$ cat src/hdl/crst_ram.sv
// Generic single-write, single-read RAM with registered read data.
module crst_ram #(
    parameter int WIDTH = 8,
    parameter int DEPTH = 16,
    localparam int AW = (DEPTH > 1) ? $clog2(DEPTH) : 1
) (
    input  logic             aclk,
    input  logic             we,
    input  logic [AW-1:0]    waddr,
    input  logic [WIDTH-1:0] wdata,
    input  logic [AW-1:0]    raddr,
    output logic [WIDTH-1:0] rdata
);

    logic [WIDTH-1:0] mem [DEPTH];
    logic [WIDTH-1:0] rdata_reg;

    always_ff @(posedge aclk) begin
        if (we) begin
            mem[waddr] <= wdata;
        end
        rdata_reg <= mem[raddr];
    end

    assign rdata = rdata_reg;

endmodule

$ cat config.mk
export PLATFORM = sky130hd
export DESIGN_NAME = crst_ram
export DESIGN_NICKNAME = d
export VERILOG_FILES = /design/src/hdl/crst_ram.sv
export SDC_FILE = /design/constraint.sdc
export NUM_CORES = 1
export LEC_CHECK = 0
export ABC_AREA = 0
export BUFFER_PORTS_ARGS = -buffer_cell sky130_fd_sc_hd__buf_2
export CAP_MARGIN = 20
export CORE_MARGIN = 2
export CORE_UTILIZATION = 60
export CTS_CLUSTER_SIZE = 8
export DETAILED_ROUTE_END_ITERATION = 8
export PLACE_DENSITY = 0.85
export SYNTH_ARGS = -nofsm -noshare
export SYNTH_HDL_FRONTEND = slang
export SYNTH_SLANG_ARGS = --single-unit
$ cat constraint.sdc
create_clock -name aclk -period 2.1 [get_ports aclk]
set_input_delay 0.21 -clock aclk [delete_from_list [all_inputs] [get_ports aclk]]
set_output_delay 0.21 -clock aclk [all_outputs]
set_load 0.1 [all_outputs]
Word-level counts from Yosys, hierarchy flattened:

Memory sizes are Yosys's and may differ from the RTL's. A register that Yosys moved wholly into a read port is not among the register bits.
Cells that the tools add are included.

* bits in registers: 0
* RAM bits: 128
* input bits: 18
* output and inout bits: 8
* word-level logic and storage cells: 3
* memories: 1

* muxes and demuxes: 2

Memory list
* mem: words 16, bits a word 8, rd ports 1, clocked after memory_dff 1, write ports 1, line 15 `logic [WIDTH-1:0] mem [DEPTH];`

Operators by type and width (number)
* 1-bit two-way mux: 2

Logic depth before layout (Yosys ltp):

Gate-level depths: netlist of run 1.

* depth after elaboration: 2
* depth in mapped cells: 5
* mapped depth without buffers: 3

Worst setup path after synthesis of run 1:

Ideal clock, no wire load.

* path type: input to register
* from: input waddr[2]
* to: memory mem[0][0], enable pin
* setup time: 0.383 ns
* data arrival time: 1.320 ns
* data required time: 1.717 ns
* slack: 0.397 ns
* cell stages on the path: 2
* path buffers: 0
* cells stage by stage: or3b_2 > nor3_1

RTL lines
* start: declaration: line 9 `input logic [AW-1:0] waddr,`
* end: declaration: line 15

No word-level cell before the write port.

==> results.py, run 1 <==
metrics = {
    "timing": {
        "drv_slew": 0,
        "period_share": 0.733,
        "hold_violations": 0,
        "fmax_ghz": 0.649,
        "fin_ws_ps": 560,
        "worstMarginPinSlew_ps": 504,
        "slew_headroom": 0.666,
        "setup_viol": 0,
        "fin_skew_ps": 8.88,
        "rsz0062_at_grt": "false",
        "finalCriticalPeriod_ps": 1540,
        "finalSetupTns_ps": 0,
    },
    "logic_synthesis": {
        "synth_seq_area_share": 0.778,
        "synth_commonest_cells": "128 x edfxtp_1, 18 x mux4_2, 16 x a22oi_1, 14 x mux4_1, 13 x nor2_1",
        "yosysTopAreaCell": "edfxtp_1",
        "ys_warn_count": 0,
        "synth.most_common_cell": "edfxtp_1",
        "synth_top_area_share": 0.747,
        "netlist_instances": 229,
        "ys_ff_latch": 136,
        "synth_flop_cell": "edfxtp_1",
        "synth_area_sq_mm": 0.00515,
        "synth_edf_count": 128,
        "synth.distinct_cells": 19,
        "synth_nets": 247,
        "async_flop_share": 0,
        "syn_avg_cell_area_sq_um": 22.5,
        "synth.top_cells.by_area": "edfxtp_1 75%, mux4_2 7.9%, mux4_1 7.1%, dfxtp_1 3.1%, a22oi_1 2.3%",
    },
    "cells_and_area": {
        "largest_reg_flops": 128,
        "nets": 304,
        "syn_to_final_growth_pct": 18.8,
        "n_fill_cell": 438,
        "antenna_cells": 0,
        "post-route-util": 0.740,
        "final_layout_size_suffix_gt1_frac": 0.324,
        "final_cells": 404,
    },
    "place": {
        "place_ws_ps": 270,
        "port_buffers": 25,
        "dp_hpwl_um": 6000,
        "numPlacedInstances": 372,
        "gp_congestion": 0.761,
    },
    "floorplanning": {
        "ioPinCount": 26,
        "die_x_um": 96.6,
        "start_util": 0.623,
        "dieHeight_um": 96.6,
        "core_area_sq_mm": 0.00826,
        "rows": 33,
        "die_area_sq_mm": 0.00934,
    },
    "critical_path": {
        "cp_data_arrival_time_ps": 1920,
        "r2r_start": "mem[1][0]",
        "r2r_cells": 3,
        "timing.rr.end": "rdata[0]",
        "end_kind": "flop",
        "reg2reg_setup_slack_ps": 560,
        "path_max_fanout": 1,
        "worst_ep_required_time_ps": 2480,
        "startpoint_type": "flop",
        "critical_path_class": "reg2reg",
    },
    "flow_run": {
        "cap_viol_max_count": 0,
    },
    "power": {
        "p_per_area_mw_per_mm2": 1060,
        "ir_drop_uv": 673,
        "leakagePower_nw": 2.11,
    },
    "global_routing": {
        "grt_pass1_wl_um": 15900,
        "gr-total-overflow": 0,
        "grt_antenna_before_repair": 1,
        "track_usage": 0.240,
        "grt_start_max_net_pins": 17,
        "grt_pass1_vias": 2560,
    },
    "clock_tree": {
        "postCtsSetupBuffers": 0,
        "cts_inserted_buffers": 17,
        "path_clk_slew_ps": 60,
        "ctsResizeCount": 0,
        "cts_root_buf": "clkbuf_8",
        "cts_tree": "yes",
        "clock-sinks": 136,
        "cts_buffer_depth": 2,
        "cts_htree_levels": 4,
        "worstSkewPairLatency_ps": 510,
        "hold_buffers": 0,
    },
    "drt": {
        "wl_per_cell_um": 25.6,
        "routed_via_density": 6.16,
        "drtAntennaViolNets": 0,
        "drc": 0,
        "drtIter0Drc": 213,
        "wl_um": 10400,
        "vias": 2487,
        "dr.pass1.iters": 4,
    },
    "worst_hold_path": {
        "hp-start": "wdata[2]",
        "hold_depth": 1,
        "hold_path_class": "in2reg",
        "hold_end": "mem[1][2]",
    },
    "run_status": {
        "status": "complete, no violations",
    },
}
## layer usage
layer	global-route usage	routed length, um	part of all wire
met2	0.369	5250	0.51
met4	0.114	211	0.020
met5	0	17	0.0016
met1	0.330	4020	0.39
met3	0.0607	860	0.083
## final cells by class
class | instances | area [sq um] | share of cell area
flip-flops and latches | 136 | 4000 | 0.655
well taps | 105 | 131 | 0.0215
repair buffers | 48 | 310 | 0.0508
clock buffers | 19 | 432 | 0.0706
clock inverters | 13 | 179 | 0.0293
multi-input cells | 83 | 1060 | 0.173
## kinds of logic after synthesis
logic type      after synthesis  share of synthesized area
compound gates               16                     0.0233
buf+inv                      10                     0.0168
flops                       136                      0.778
mux                          32                      0.150
simple gates                 35                     0.0318
## cell usage in the layout (no fill, tap or decap)
master,count
clkinv_2,3
edfxtp_1,128
nand3_1,1
and2b_1,1
buf_4,22
nand2b_1,2
nand2_1,9
mux4_1,14
buf_2,25
nor2b_1,1
clkinv_4,2
bufinv_16,4
clkbuf_1,1
buf_12,1
mux4_2,18
clkbuf_16,16
nand3b_1,2
clkinvlp_4,3
and2_1,1
nor2_1,13
a22oi_1,16
dfxtp_1,8
or3b_2,1
nor3_1,4
clkinv_1,1
clkbuf_8,2
## worst max-delay path, stage by stage, from the launching register on
cell      delay, ps
edfxtp_1        370
mux4_1          530
a22oi_1         380
nand2_1         130
## through the flow
step / total power, mW / hold slack (ps) / area [sq um]
floorplan: 3.39 / 309 / 5150
global placement: 3.50 / 594 / 5500
detailed placement: 3.52 / 604 / 5500
CTS: 6.53 / 57.5 / 6110
global route: 6.68 / 70.7 / 6110
finish: 6.49 / 78.7 / 6110
## power breakdown
group	internal, mW	total (mW)	switching (mW)
Clock	1.95	3.02	1.07
Combinational	0.124	0.413	0.288
Sequential	3.04	3.06	0.0222
Total	5.11	6.49	1.38
## worst max-delay path by stage
stage / endpoint / depth (start not counted) / slack, ps / from
after global placement: rdata[4] / 5 / 280 / raddr[0]
after CTS: rdata[3] / 1 / 580 / rdata[3]
after floorplan: mem[0][0] / 2 / 400 / waddr[2]
after detailed placement: rdata[4] / 5 / 270 / raddr[0]
final: rdata[0] / 3 / 560 / mem[1][0]
after global routing: rdata[3] / 1 / 550 / rdata[3]
No activity file was read; power rests on OpenSTA's default activity.
==> run 2, diff against run 1 <==
--- a/config.mk
+++ b/config.mk
@@ -9,10 +9,10 @@
 export BUFFER_PORTS_ARGS = -buffer_cell sky130_fd_sc_hd__buf_2
 export CAP_MARGIN = 20
 export CORE_MARGIN = 2
-export CORE_UTILIZATION = 60
+export CORE_UTILIZATION = 54
 export CTS_CLUSTER_SIZE = 8
 export DETAILED_ROUTE_END_ITERATION = 8
-export PLACE_DENSITY = 0.85
+export PLACE_DENSITY = 0.81
 export SYNTH_ARGS = -nofsm -noshare
 export SYNTH_HDL_FRONTEND = slang
 export SYNTH_SLANG_ARGS = --single-unit
==> constraint.sdc (replaced) <==
create_clock -name aclk -period 1.35 [get_ports aclk]
set_input_delay 0.135 -clock aclk [delete_from_list [all_inputs] [get_ports aclk]]
set_output_delay 0.135 -clock aclk [all_outputs]
set_load 0.1 [all_outputs]
==> results.py, run 2 (synthesis gave the netlist of run 1 again) <==
metrics = {
    "clock_tree": {
        "cts_inserted_buffers": 17,
        "cts_tree": "yes",
        "cts_htree_levels": 4,
        "path_clk_slew_ps": 60,
        "postCtsSetupBuffers": 0,
        "clock-sinks": 136,
        "worstSkewPairLatency_ps": 510,
        "cts_buffer_depth": 2,
        "cts_root_buf": "clkbuf_8",
    },
    "critical_path": {
        "r2r_cells": 3,
        "timing.rr.end": "rdata[6]",
        "path_max_fanout": 1,
        "worst_ep_required_time_ps": 1740,
        "cp_data_arrival_time_ps": 1730,
        "startpoint_type": "flop",
        "end_kind": "flop",
        "r2r_start": "mem[3][6]",
        "reg2reg_setup_slack_ps": 10,
        "critical_path_class": "reg2reg",
    },
    "worst_hold_path": {
        "hold_end": "mem[14][6]",
        "hold_path_class": "in2reg",
        "hold_depth": 1,
        "hp-start": "wdata[6]",
    },
    "floorplanning": {
        "dieHeight_um": 102,
        "die_x_um": 102,
        "rows": 35,
        "core_area_sq_mm": 0.00924,
        "ioPinCount": 26,
        "start_util": 0.557,
        "die_area_sq_mm": 0.0103,
    },
    "timing": {
        "fin_skew_ps": 7.04,
        "hold_violations": 0,
        "rsz0062_at_grt": "true",
        "worstMarginPinSlew_ps": 808,
        "slew_headroom": 0.460,
        "finalCriticalPeriod_ps": 1340,
        "fmax_ghz": 0.748,
        "period_share": 0.990,
        "fin_ws_ps": 13.5,
        "setup_viol": 0,
        "drv_slew": 0,
    },
    "global_routing": {
        "grt_pass1_wl_um": 15300,
        "gr-total-overflow": 0,
        "track_usage": 0.215,
        "grt_pass1_vias": 2633,
        "grt_antenna_before_repair": 0,
        "grt_start_max_net_pins": 23,
    },
    "drt": {
        "wl_per_cell_um": 23.2,
        "drc": 0,
        "drtAntennaViolNets": 0,
        "vias": 2534,
        "dr.pass1.iters": 5,
        "routed_via_density": 5.87,
        "drtIter0Drc": 259,
        "wl_um": 10000,
    },
    "power": {
        "combPwrFrac": 0.069,
        "leakagePower_nw": 2.15,
        "p_sw_frac": 0.227,
        "clockPowerShare": 0.461,
        "p_per_area_mw_per_mm2": 1620,
        "switching_power_mw": 2.29,
        "seqPwrFrac": 0.470,
        "p_int_mw": 7.81,
        "ir_drop_uv": 900,
    },
    "cells_and_area": {
        "final_cell_mix": "128 x edfxtp_1, 28 x buf_4, 20 x mux4_2",
        "layout_commonest_cell": "edfxtp_1",
        "n_fill_cell": 578,
        "post-route-util": 0.677,
        "nets": 308,
        "largest_reg_flops": 128,
        "antenna_cells": 0,
        "syn_to_final_growth_pct": 21.5,
        "final_layout_size_suffix_gt1_frac": 0.353,
    },
    "place": {
        "gp_congestion": 0.774,
        "port_buffers": 25,
        "place_ws_ps": -197,
        "dp_hpwl_um": 6370,
    },
    "run_status": {
        "status": "complete, no violations",
    },
    "flow_run": {
        "cap_viol_max_count": 0,
    },
}
## run 2: worst max path at each step
stage,startpoint,to,slack [ps]
2_1_floorplan,waddr[2],mem[3][0],-50
3_3_place_gp,raddr[0],rdata[3],-180
3_5_place_dp,raddr[0],rdata[3],-200
4_1_cts,mem[3][6],rdata[6],-10
5_1_grt,mem[3][6],rdata[6],-20
6_report,mem[3][6],rdata[6],10
## run 2: what timing repair did
item	in CTS	in global routing
hold buffers	2	0
endpoints found under the setup margin	12	7
endpoints found under the hold margin	2	0
gates resized for setup	10	5
pin swaps	1	1
## run 2: power by group through the flow
stage               clock, mW  sequential, mW  combinational [mW]
finish                   4.66            4.75               0.694
global route             4.91            4.76               0.728
CTS                      4.70            4.76               0.691
detailed placement          0            4.84               0.660
global placement            0            4.83               0.643
floorplan                   0            5.03               0.240
## run 2: metal layers
layer  GRT usage  up-vias  part of all wire
met4      0.0946        0             0.013
li1            -     1095                 -
met3      0.0449       12             0.070
met5           0        -                 0
met2       0.338      117              0.52
met1       0.296     1310              0.40
## run 2: metrics by stage
| stage | hold WS [ps] | power, mW | instances | area (sq um) | setup TNS (ps) |
|---|---|---|---|---|---|
| after floorplan | 234 | 5.27 | 229 | 5150 | -1500 |
| after global placement | 519 | 5.48 | 398 | 5590 | -1290 |
| after detailed placement | 532 | 5.50 | 398 | 5590 | -3170 |
| after CTS | 1.64 | 10.1 | 432 | 6250 | -24.4 |
| after global routing | 6.05 | 10.4 | 432 | 6250 | -62.0 |
| final | 8.87 | 10.1 | 432 | 6250 | 0 |
## run 2: critical path, stage by stage (launching register included)
cell and delay [ps]:
edfxtp_1 400, mux4_2 510, a22oi_2 210, nand2_1 100
## run 2: final cells by class
type / count / area, sq um / area share
Tap cell: 129 / 161 / 0.0258
Multi-Input combinational cell: 83 / 1070 / 0.172
Clock buffer: 17 / 414 / 0.0662
Clock inverter: 15 / 194 / 0.0310
Sequential cell: 136 / 4000 / 0.640
Timing Repair Buffer: 52 / 407 / 0.0650
==> run 3, diff against run 2 <==
--- a/config.mk
+++ b/config.mk
@@ -8,8 +8,10 @@
 export ABC_AREA = 0
 export BUFFER_PORTS_ARGS = -buffer_cell sky130_fd_sc_hd__buf_2
 export CAP_MARGIN = 20
+export CELL_PAD_IN_SITES_DETAIL_PLACEMENT = 0
+export CELL_PAD_IN_SITES_GLOBAL_PLACEMENT = 1
 export CORE_MARGIN = 2
-export CORE_UTILIZATION = 54
+export CORE_UTILIZATION = 48
 export CTS_CLUSTER_SIZE = 8
 export DETAILED_ROUTE_END_ITERATION = 8
 export PLACE_DENSITY = 0.81
==> results.py, run 3 (synthesis gave the netlist of run 1 again) <==
metrics = {
    "run_status": {
        "status": "complete, no violations",
    },
    "clock_tree": {
        "worstSkewPairLatency_ps": 510,
        "path_clk_slew_ps": 60,
        "cts_htree_levels": 4,
        "cts_tree": "yes",
        "postCtsSetupBuffers": 0,
        "cts_buffer_depth": 2,
        "cts_inserted_buffers": 17,
        "cts_root_buf": "clkbuf_8",
        "clock-sinks": 136,
    },
    "worst_hold_path": {
        "hold_depth": 1,
        "hp-start": "wdata[3]",
        "hold_end": "mem[6][3]",
        "hold_path_class": "in2reg",
    },
    "floorplanning": {
        "die_area_sq_mm": 0.0116,
        "die_x_um": 108,
        "core_area_sq_mm": 0.0104,
        "start_util": 0.496,
        "rows": 37,
        "dieHeight_um": 108,
        "ioPinCount": 26,
    },
    "cells_and_area": {
        "nets": 315,
        "antenna_cells": 0,
        "final_cell_mix": "128 x edfxtp_1, 35 x buf_4, 20 x mux4_2",
        "final_layout_size_suffix_gt1_frac": 0.377,
        "final_cells": 446,
        "post-route-util": 0.607,
        "regArea_sq_mm": 0.00400,
        "n_fill_cell": 726,
        "multi_input_area_sq_mm": 0.00109,
        "finalInstanceArea_sq_mm": 0.00629,
        "layout_commonest_cell": "edfxtp_1",
        "syn_to_final_growth_pct": 22.3,
        "largest_reg_flops": 128,
    },
    "drt": {
        "routed_via_density": 5.56,
        "dr.pass1.iters": 4,
        "vias": 2478,
        "drc": 0,
        "drtIter0Drc": 186,
        "drtAntennaViolNets": 0,
        "wl_um": 10200,
        "wl_per_cell_um": 22.8,
    },
    "critical_path": {
        "timing.rr.end": "rdata[7]",
        "critical_path.slowest_cell": "mux4_2",
        "critical_path_class": "reg2reg",
        "reg2reg_setup_slack_ps": 10,
        "end_kind": "flop",
        "critPathBufInv": 0,
        "cp_top_family": "multiplexers",
        "cp_cell_sequence": "mux4_2 -> a22oi_2 -> nand2_1",
        "max_stage_delay_ps": 520,
        "cp_data_arrival_time_ps": 1720,
        "path_max_fanout": 1,
        "startpoint_type": "flop",
        "r2r_start": "mem[8][7]",
        "r2r_cells": 3,
        "worst_ep_required_time_ps": 1730,
    },
    "power": {
        "ir_drop_uv": 785,
        "p_per_area_mw_per_mm2": 1560,
        "leakagePower_nw": 2.15,
        "power_mw": 9.79,
    },
    "place": {
        "place_ws_ps": -269,
        "port_buffers": 25,
        "numPlacedInstances": 412,
        "dp_hpwl_um": 6480,
        "placed_area_sq_mm": 0.00565,
        "gp_congestion": 0.715,
    },
    "timing": {
        "fin_skew_ps": 6.56,
        "fmax_ghz": 0.748,
        "whs_ps": 13.9,
        "finalSetupTns_ps": 0,
        "rsz0062_at_grt": "true",
        "worstMarginPinSlew_ps": 870,
        "hold_violations": 0,
        "slew_headroom": 0.418,
        "setup_viol": 0,
        "finalCriticalPeriod_ps": 1340,
        "fin_ws_ps": 12.7,
        "period_share": 0.991,
        "drv_slew": 0,
    },
    "global_routing": {
        "grt_antenna_before_repair": 1,
        "track_usage": 0.196,
        "use_met2": 0.310,
        "grt_start_max_net_pins": 17,
        "use_met3": 0.0660,
        "grt_pass1_wl_um": 15600,
        "grt.met1_usage": 0.258,
        "grt.busiest_layer": "met2",
        "gr-total-overflow": 0,
        "grt_pass1_vias": 2577,
    },
    "flow_run": {
        "cap_viol_max_count": 0,
    },
}
## run 3: changes by cell type in the layout (fill, tap and decap cells not counted)
cell        delta
clkbuf_1       +1
buf_4          +7
bufinv_16      -1
clkinv_2       +1
clkinvlp_4     +5
a22oi_2        +4
inv_8          -2
clkinv_4       -4
a22oi_1        -4
## run 3: worst max path at each step
stage	endpoint	cells after the start	startpoint	slack (ps)
2_1_floorplan	mem[3][0]	2	waddr[2]	-50
3_3_place_gp	rdata[3]	6	raddr[0]	-220
3_5_place_dp	rdata[3]	6	raddr[0]	-270
4_1_cts	rdata[0]	3	mem[1][0]	3
5_1_grt	rdata[7]	3	mem[11][7]	-30
6_report	rdata[7]	3	mem[8][7]	10
## run 3: where the power goes
part           leakage, nW  switching (mW)  internal (mW)
clock network        0.258            1.69           2.63
logic                0.664           0.468          0.250
registers             1.22          0.0322           4.72
total                 2.15            2.19           7.60
## run 3: per-layer routing
| metal | part of all wire | vias to the layer above |
|---|---|---|
| met3 | 0.073 | 6 |
| li1 | - | 1108 |
| met5 | 0 | - |
| met4 | 0.0077 | 0 |
| met2 | 0.51 | 106 |
| met1 | 0.41 | 1258 |
## run 3: layout make-up
class	count	area share
flip-flops and latches	136	0.636
multi-input cells	83	0.174
repair buffers	59	0.0729
clock buffers	18	0.0664
well taps	136	0.0270
clock inverters	14	0.0237
## run 3: repair_timing
action / in CTS / in global routing
hold buffers: 2 / 0
endpoints found under the setup margin: 14 / 6
endpoints found under the hold margin: 18 / 0
pin swaps: 0 / 3
resized for setup: 16 / 3
